### src/sv/lccc_pkg.sv
// Shared constants and types for the card number classifier core.
// Used by the converter, the digit scanner and the top level; no dependencies.
package lccc_pkg;

  localparam int CARD_W   = 63;            // binary card number width
  localparam int DIGITS   = 19;            // decimal digits of a 63-bit value
  localparam int BCD_W    = 4 * DIGITS;    // packed BCD width
  localparam int BITCNT_W = 6;             // counts CARD_W conversion steps
  localparam int COUNT_W  = 5;             // digit count / digit index width

  localparam logic [1:0] CLASS_NONE  = 2'd0;
  localparam logic [1:0] CLASS_ONE   = 2'd1;
  localparam logic [1:0] CLASS_TWO   = 2'd2;
  localparam logic [1:0] CLASS_THREE = 2'd3;

  localparam logic [COUNT_W-1:0] LEN_13 = 5'd13;
  localparam logic [COUNT_W-1:0] LEN_15 = 5'd15;
  localparam logic [COUNT_W-1:0] LEN_16 = 5'd16;

  // Digit pass results handed from the scanner to the top level
  typedef struct packed {
    logic               luhn_ok;
    logic [COUNT_W-1:0] count;
    logic [3:0]         top;    // most significant nonzero digit
    logic [3:0]         next;   // digit just below it
  } scan_res_t;

endpackage

### src/sv/lccc_dabble.sv
// Bit-serial binary to BCD converter (shift-and-add-3), one input bit per cycle.
// Depends on lccc_pkg.
module lccc_dabble (
  input  logic                       clk,
  input  logic                       rst_n,
  input  logic                       start,
  input  logic [lccc_pkg::CARD_W-1:0] card_value,
  output logic                       done,
  output logic [lccc_pkg::BCD_W-1:0]  bcd
);

  localparam logic [lccc_pkg::BITCNT_W-1:0] LAST_STEP =
    lccc_pkg::BITCNT_W'(lccc_pkg::CARD_W - 1);

  logic [lccc_pkg::CARD_W-1:0]   bin_r;
  logic [lccc_pkg::BCD_W-1:0]    bcd_r, bcd_adj;
  logic [lccc_pkg::BITCNT_W-1:0] step_r;
  logic                          busy_r, done_r;

  // add 3 to every digit of 5 or more before the shift
  always_comb begin
    for (int i = 0; i < lccc_pkg::DIGITS; i++) begin
      if (bcd_r[4*i +: 4] >= 4'd5) begin
        bcd_adj[4*i +: 4] = bcd_r[4*i +: 4] + 4'd3;
      end else begin
        bcd_adj[4*i +: 4] = bcd_r[4*i +: 4];
      end
    end
  end

  always_ff @(posedge clk) begin
    if (!rst_n) begin
      busy_r <= 1'b0;
      done_r <= 1'b0;
      step_r <= '0;
    end else begin
      done_r <= 1'b0;
      if (start) begin
        busy_r <= 1'b1;
        step_r <= '0;
      end else if (busy_r) begin
        step_r <= step_r + 1'b1;
        if (step_r == LAST_STEP) begin
          busy_r <= 1'b0;
          done_r <= 1'b1;
        end
      end
    end
  end

  always_ff @(posedge clk) begin
    if (start) begin
      bin_r <= card_value;
      bcd_r <= '0;
    end else if (busy_r) begin
      bin_r <= {bin_r[lccc_pkg::CARD_W-2:0], 1'b0};
      bcd_r <= {bcd_adj[lccc_pkg::BCD_W-2:0], bin_r[lccc_pkg::CARD_W-1]};
    end
  end

  assign done = done_r;
  assign bcd  = bcd_r;

endmodule

### src/sv/lccc_scan.sv
// Digit scanner: walks the BCD word one digit per cycle from the low end,
// building the Luhn sum mod 10, the digit count and the two leading digits.
// Depends on lccc_pkg.
module lccc_scan (
  input  logic                       clk,
  input  logic                       rst_n,
  input  logic                       start,
  input  logic [lccc_pkg::BCD_W-1:0]  bcd,
  output logic                       done,
  output lccc_pkg::scan_res_t        res
);

  localparam logic [lccc_pkg::COUNT_W-1:0] LAST_IDX =
    lccc_pkg::COUNT_W'(lccc_pkg::DIGITS);

  logic [lccc_pkg::BCD_W-1:0]   sh_r;
  logic [lccc_pkg::COUNT_W-1:0] idx_r, cnt_r;
  logic [3:0]                   sum_r, top_r, next_r, prev_r;
  logic                         busy_r, done_r;

  logic [3:0] dig, wgt, sum_nxt;
  logic [4:0] dbl, acc;

  always_comb begin
    dig = sh_r[3:0];
    dbl = {dig, 1'b0};
    // even positions are doubled, a doubled value above 9 folds to its digit sum
    if (!idx_r[0]) begin
      wgt = (dbl > 5'd9) ? 4'(dbl - 5'd9) : dbl[3:0];
    end else begin
      wgt = dig;
    end
    acc     = {1'b0, sum_r} + {1'b0, wgt};
    sum_nxt = (acc >= 5'd10) ? 4'(acc - 5'd10) : acc[3:0];
  end

  always_ff @(posedge clk) begin
    if (!rst_n) begin
      busy_r <= 1'b0;
      done_r <= 1'b0;
    end else begin
      done_r <= 1'b0;
      if (start) begin
        busy_r <= 1'b1;
      end else if (busy_r && idx_r == LAST_IDX) begin
        busy_r <= 1'b0;
        done_r <= 1'b1;
      end
    end
  end

  always_ff @(posedge clk) begin
    if (start) begin
      sh_r   <= bcd;
      idx_r  <= 5'd1;
      cnt_r  <= '0;
      sum_r  <= '0;
      top_r  <= '0;
      next_r <= '0;
      prev_r <= '0;
    end else if (busy_r) begin
      sh_r   <= {4'd0, sh_r[lccc_pkg::BCD_W-1:4]};
      idx_r  <= idx_r + 1'b1;
      sum_r  <= sum_nxt;
      prev_r <= dig;
      if (dig != 4'd0) begin
        cnt_r  <= idx_r;
        top_r  <= dig;
        next_r <= prev_r;
      end
    end
  end

  assign done         = done_r;
  assign res.luhn_ok  = (sum_r == 4'd0);
  assign res.count    = cnt_r;
  assign res.top      = top_r;
  assign res.next     = next_r;

endmodule

### src/sv/luhn_card_number_classifier_core.sv
// Top level of the card number classifier: sequencer, issuer classing, output register.
// Depends on lccc_pkg, lccc_dabble and lccc_scan.
//
//  channel | direction | ports                                             | handshake
//  in      | input     | in_card_value[62:0]                               | in_valid / in_ready
//  out     | output    | out_issuer_class, out_luhn_ok, out_digit_count    | out_valid / out_ready
//
// An item passes from its transfer to its result through 63 conversion steps (one input
// bit per cycle through the shift-and-add-3 register), 19 digit steps in the scanner
// and the hand-offs between them. One item is in work at a time; in_ready is high
// while the sequencer idles, also while a result waits in the output register.
// A result that cannot enter the output register waits in ST_HOLD, kept in the scanner, until out_ready.
// Reset is synchronous on rst_n and clears the sequencer and out_valid.
module luhn_card_number_classifier_core (
  input  logic                       clk,
  input  logic                       rst_n,
  input  logic                       in_valid,
  output logic                       in_ready,
  input  logic [lccc_pkg::CARD_W-1:0] in_card_value,
  output logic                       out_valid,
  input  logic                       out_ready,
  output logic [1:0]                 out_issuer_class,
  output logic                       out_luhn_ok,
  output logic [lccc_pkg::COUNT_W-1:0] out_digit_count
);

  localparam logic [1:0] ST_IDLE = 2'd0;
  localparam logic [1:0] ST_CONV = 2'd1;
  localparam logic [1:0] ST_SCAN = 2'd2;
  localparam logic [1:0] ST_HOLD = 2'd3;

  logic [1:0]                  state_r, state_nxt;
  logic                        in_xfer, dab_done, scan_done, load_out;
  logic [lccc_pkg::BCD_W-1:0]   bcd;
  lccc_pkg::scan_res_t         res;
  logic [1:0]                  cls;

  logic                        out_valid_r;
  logic [1:0]                  cls_r;
  logic                        ok_r;
  logic [lccc_pkg::COUNT_W-1:0] cnt_r;

  assign in_ready = (state_r == ST_IDLE);
  assign in_xfer  = in_valid && in_ready;

  lccc_dabble u_dabble (
    .clk        (clk),
    .rst_n      (rst_n),
    .start      (in_xfer),
    .card_value (in_card_value),
    .done       (dab_done),
    .bcd        (bcd)
  );

  lccc_scan u_scan (
    .clk   (clk),
    .rst_n (rst_n),
    .start (dab_done),
    .bcd   (bcd),
    .done  (scan_done),
    .res   (res)
  );

  // classes tried in order; any class needs a passing check
  always_comb begin
    cls = lccc_pkg::CLASS_NONE;
    if (res.luhn_ok) begin
      if (res.count == lccc_pkg::LEN_15 && res.top == 4'd3 &&
          (res.next == 4'd4 || res.next == 4'd7)) begin
        cls = lccc_pkg::CLASS_ONE;
      end else if (res.count == lccc_pkg::LEN_16 && res.top == 4'd5 &&
                   res.next >= 4'd1 && res.next <= 4'd5) begin
        cls = lccc_pkg::CLASS_TWO;
      end else if ((res.count == lccc_pkg::LEN_16 || res.count == lccc_pkg::LEN_13) &&
                   res.top == 4'd4) begin
        cls = lccc_pkg::CLASS_THREE;
      end
    end
  end

  always_comb begin
    state_nxt = state_r;
    load_out  = 1'b0;
    case (state_r)
      ST_IDLE: if (in_xfer) state_nxt = ST_CONV;
      ST_CONV: if (dab_done) state_nxt = ST_SCAN;
      ST_SCAN, ST_HOLD: begin
        if (scan_done || state_r == ST_HOLD) begin
          if (!out_valid_r || out_ready) begin
            load_out  = 1'b1;
            state_nxt = ST_IDLE;
          end else begin
            state_nxt = ST_HOLD;
          end
        end
      end
      default: state_nxt = ST_IDLE;
    endcase
  end

  always_ff @(posedge clk) begin
    if (!rst_n) begin
      state_r     <= ST_IDLE;
      out_valid_r <= 1'b0;
    end else begin
      state_r <= state_nxt;
      if (load_out) begin
        out_valid_r <= 1'b1;
      end else if (out_ready) begin
        out_valid_r <= 1'b0;
      end
    end
  end

  always_ff @(posedge clk) begin
    if (load_out) begin
      cls_r <= cls;
      ok_r  <= res.luhn_ok;
      cnt_r <= res.count;
    end
  end

  assign out_valid        = out_valid_r;
  assign out_issuer_class = cls_r;
  assign out_luhn_ok      = ok_r;
  assign out_digit_count  = cnt_r;

endmodule

### config.mk
export PLATFORM = sky130hd
export DESIGN_NAME = luhn_card_number_classifier_core
export DESIGN_NICKNAME = d
export VERILOG_FILES = /design/src/sv/lccc_pkg.sv /design/src/sv/lccc_dabble.sv /design/src/sv/lccc_scan.sv /design/src/sv/luhn_card_number_classifier_core.sv
export SDC_FILE = /design/constraint.sdc
export NUM_CORES = 1
export LEC_CHECK = 0
export BUFFER_PORTS_ARGS = -buffer_cell sky130_fd_sc_hd__buf_4
export CORE_MARGIN = 2
export CORE_UTILIZATION = 30
export CTS_CLUSTER_DIAMETER = 30
export DETAILED_ROUTE_END_ITERATION = 6
export PLACE_DENSITY = 0.46
export SKIP_CTS_REPAIR_TIMING = 1
export SLEW_MARGIN = 20
export SYNTH_ARGS = -nofsm -noshare
export SYNTH_HDL_FRONTEND = slang
export SYNTH_SLANG_ARGS = --single-unit
### constraint.sdc
create_clock -name clk -period 2.7 [get_ports clk]
set_clock_uncertainty 0.05 [all_clocks]
set_input_delay 0.135 -clock clk [delete_from_list [all_inputs] [get_ports clk]]
set_output_delay 0.135 -clock clk [all_outputs]
set_load 0.05 [all_outputs]
==> impl_metrics.yaml <==
timing:
  post-route-worst-setup-slack_ns: -0.118
  timing.slew.headroom_pct: 55.1
  timing.final.crit_period_ns: 2.82
  hold_viol: 0
  worst_pin_slew_ns: 0.671
  final_cycle_share_pct: 104
  setup_violations: 2
  max_clock_freq_mhz: 355
  rsz0062_at_grt: "true"
  final_max_slew_viol_count: 0
pwr:
  p_int_uw: 11200
  leak_pwr_uw: 0.00661
  design_power_total_uw: 14200
  power_frac_clock_pct: 62.4
  max-vdd-ir-drop_mv: 0.426
  power_frac_seq_pct: 31.7
  p_switching_uw: 3010
  share_of_total_power_in_combinational_logic_pct: 6.0
  power_per_cell_area_mw_per_mm2: 843
  switching_share_pct: 21.2
yosys:
  yosys_warnings: 0
  synth-seq-area-share_pct: 55.1
  synthXorXnorAreaFrac_pct: 3.52
  syn_area_per_cell_um2: 10.5
  synth_fp_nets: 1282
  async_reset_ff_share_pct: 0
  synth.cell_area_mm2: 0.0122
  combinational_family_with_the_most_area_after_synthesis: "simple AND/OR/NAND/NOR gates"
  synthesis.instances: 1167
  synth_enable_flop_cells: 147
  main_synth_ff_type: "sky130_fd_sc_hd__edfxtp_1"
  yosys_register_bits: 262
  synth.area.top_cells: "sky130_fd_sc_hd__edfxtp_1 (36%), sky130_fd_sc_hd__dfxtp_1 (19%), sky130_fd_sc_hd__nand2_1 (8.4%), sky130_fd_sc_hd__mux2_2 (6.6%), sky130_fd_sc_hd__ha_1 (4.8%)"
  yosysTopAreaCellShare_pct: 36.2
  synth_commonest_cells: "sky130_fd_sc_hd__nand2_1 (273), sky130_fd_sc_hd__edfxtp_1 (147), sky130_fd_sc_hd__dfxtp_1 (115)"
  library_cell_with_the_largest_summed_area_after_synthesis: "sky130_fd_sc_hd__edfxtp_1"
  area_fraction_in_compound_gates_after_synthesis_pct: 8.40
  post_synth_and_or_nand_nor_area_fraction_pct: 15.1
  yosys-mux-area-fraction_pct: 9.60
  synthDistinctLibCells: 50
  post-synth-top-count-cell: "sky130_fd_sc_hd__nand2_1"
  post_synthesis_share_of_cell_area_spent_on_full_adders_half_adders_and_majority_gates_pct: 4.99
global_routing:
  initial_antenna_violation_count: 0
  grt_max_degree: 78
  groute.usage.overall_pct: 12.3
  grt_pass1_vias: 8596
  grt_first_pass_wirelength_um: 42300
  gr-total-overflow: 0
detailed_routing:
  finalWirelength_um: 26000
  detail_route.iter0.violations: 442
  post_detailed_route_via_to_cell_ratio: 4.50
  per_cell_routed_wire_length_um: 13.4
  dr_total_vias: 8738
  drt_first_pass_iters: 4
  drc_errors: 0
  ant_nets: 0
worst_setup_path:
  crit_path_cell_trace: "inv_2 -> ha_4 -> inv_2 -> a21oi_4 -> xnor2_1 -> nor2_1 -> a21oi_1 -> fa_2 -> ha_4 -> o31a_4 -> o211ai_4 -> or3_1 -> a311oi_2"
  path_buf_inv: 2
  worst_ep_arrival_time_ns: 3.23
  cpPeakStageDelay_ns: 0.61
  worstSetupPathType: "reg2reg"
  cell_family_with_the_largest_share_of_critical_path_delay: "adder cells"
  critical_path_peak_fanout: 4
  r2r_cells: 13
  worst_setup_path_end_kind: "register"
  critPathSlowestCell: "sky130_fd_sc_hd__fa_2"
  cp_num_cells: 13
  worst_ep_required_time_ns: 3.11
  crit_path_start_kind: "register"
die:
  die_w_um: 206
  initial_utilization_pct: 30.6
  io_pins: 77
  die_y_um: 206
  std_cell_core_area_mm2: 0.0399
  die_area_mm2: 0.0423
  core.rowCount: 73
finish:
  syn2layout_area_growth_pct: 37.8
  diodes: 0
  layout-drive-gt1-share_pct: 22.7
  fin_nets: 1472
hold_path:
  min-delay-path-class: "in2reg"
  hold-path-cell-count: 4
placed_design:
  pre_cts_ws_ns: -0.223
  routabilityCongestion: 0.727
  port_buffers: 76
  place_hpwl_um: 15000
clocking:
  clk_path_buf_depth: 3
  h-tree-depth: 3
  cts_root_buf: "sky130_fd_sc_hd__clkbuf_16"
  cts_sinks: 262
  cts.reportedPaths.clkPinSlew_ns: 0.05
  worst_skew_pair_later_pin_latency_ns: 0.56
  numCtsBuffers: 73
  tritoncts: "built"
run:
  cap_viol_max_count: 0
run_status:
  violated_checks: "setup timing"
  outcome: "finished, violations left"
[layout by cell type, fill, tap and decap left out, types with 5 or more instances in the layout]
cell	instances
sky130_fd_sc_hd__mux2i_1	36
sky130_fd_sc_hd__xor2_1	7
sky130_fd_sc_hd__clkbuf_8	6
sky130_fd_sc_hd__nand2b_1	26
sky130_fd_sc_hd__nand2_1	271
sky130_fd_sc_hd__buf_4	96
sky130_fd_sc_hd__clkbuf_1	11
sky130_fd_sc_hd__a21o_1	20
sky130_fd_sc_hd__clkinvlp_4	9
sky130_fd_sc_hd__and2_1	6
sky130_fd_sc_hd__o211ai_1	21
sky130_fd_sc_hd__nor2b_1	5
sky130_fd_sc_hd__a21oi_1	68
sky130_fd_sc_hd__nand3_1	38
sky130_fd_sc_hd__nor2_1	55
sky130_fd_sc_hd__inv_1	45
sky130_fd_sc_hd__edfxtp_1	147
sky130_fd_sc_hd__nand4_1	5
sky130_fd_sc_hd__buf_12	6
sky130_fd_sc_hd__clkinv_1	8
sky130_fd_sc_hd__xnor2_1	41
sky130_fd_sc_hd__inv_2	5
sky130_fd_sc_hd__dfxtp_1	113
sky130_fd_sc_hd__dlygate4sd3_1	66
sky130_fd_sc_hd__o21ai_0	43
sky130_fd_sc_hd__bufinv_16	10
sky130_fd_sc_hd__clkbuf_16	79
sky130_fd_sc_hd__clkinv_2	10
sky130_fd_sc_hd__ha_1	44
sky130_fd_sc_hd__mux2_2	72
[worst paths after layout]
kind / from / to / slack (ns)
worst max-delay path: u_scan.sh_r[0] / u_scan.sum_r[1] / -0.12
worst min-delay path: in_card_value[34] / u_dabble.bin_r[34] / 0.33
worst max register to register: u_scan.sh_r[0] / u_scan.sum_r[1] / -0.12
worst min register to register: u_scan.prev_r[2] / u_scan.prev_r[2] / 0.42
[tightest hold or removal path, stage by stage]
cell                            delay (ns)
sky130_fd_sc_hd__dlygate4sd3_1        0.52
sky130_fd_sc_hd__buf_4                0.09
sky130_fd_sc_hd__nand2_1              0.04
sky130_fd_sc_hd__nand2_1              0.04
[layer usage]
layer | share of wire, % | vias to the layer above | track usage, % | wire length (µm)
li1 | - | 4435 | - | -
met1 | 47 | 4110 | 15.7 | 12300
met2 | 46 | 134 | 19.4 | 11900
met3 | 3.9 | 59 | 3.09 | 1020
met4 | 2.8 | 0 | 5.91 | 733
met5 | 0 | - | 0 | 0
[stage by stage]
stage                     cell area [µm²]  hold WS [ns]  cells  util, %  setup TNS [ns]
final                               16800         0.325   1942     42.1          -0.165
after floorplan                     12200         0.199   1167        -         -0.0956
after global routing                16800         0.331   1942     42.1          -0.696
after global placement              13500         0.352   1739     33.9          -0.191
after detailed placement            13500         0.347   1739     33.9          -0.421
after CTS                           16100        -0.249   1874     40.3          -0.483
[sequential cells by signal (all words and copies together), names as in the netlist]
signal / flops
state_r: 2
u_scan.idx_r: 5
u_dabble.bin_r: 63
u_dabble.step_r: 6
out_valid: 1
u_dabble.done: 1
u_dabble.bcd: 76
u_scan.busy_r: 1
u_scan.sum_r: 4
u_scan.prev_r: 4
out_issuer_class: 2
u_scan.cnt_r: 5
u_scan.sh_r: 76
out_digit_count: 5
u_scan.top_r: 4
u_scan.next_r: 4
u_scan.done: 1
out_luhn_ok: 1
u_dabble.busy_r: 1
[logic make-up after synthesis]
family,count (synthesis)
AND/OR/NAND/NOR,427
buffers and inverters,103
flip-flops,262
adder cells (fa/ha/maj),48
XOR/XNOR,49
multiplexers,108
AO/OA/AOI/OAI,170
[final cells by class]
type / count / area (µm²)
clock buffers: 96 / 2100
multi-input cells: 802 / 5170
well taps: 525 / 657
repair buffers: 168 / 1500
clock inverters: 39 / 465
fillers: 3804 / 23100
flip-flops and latches: 262 / 6720
inverters: 50 / 188
[power groups by stage]
| stage | sequential, µW | clock, µW | combinational [µW] |
|---|---|---|---|
| 6_report | 4490 | 8850 | 844 |
| 2_1_floorplan | 4520 | 0 | 502 |
| 3_3_place_gp | 4550 | 0 | 739 |
| 4_1_cts | 4490 | 9010 | 754 |
| 3_5_place_dp | 4550 | 0 | 753 |
| 5_1_grt | 4500 | 9250 | 951 |
No activity file was read; power rests on OpenSTA's default activity.
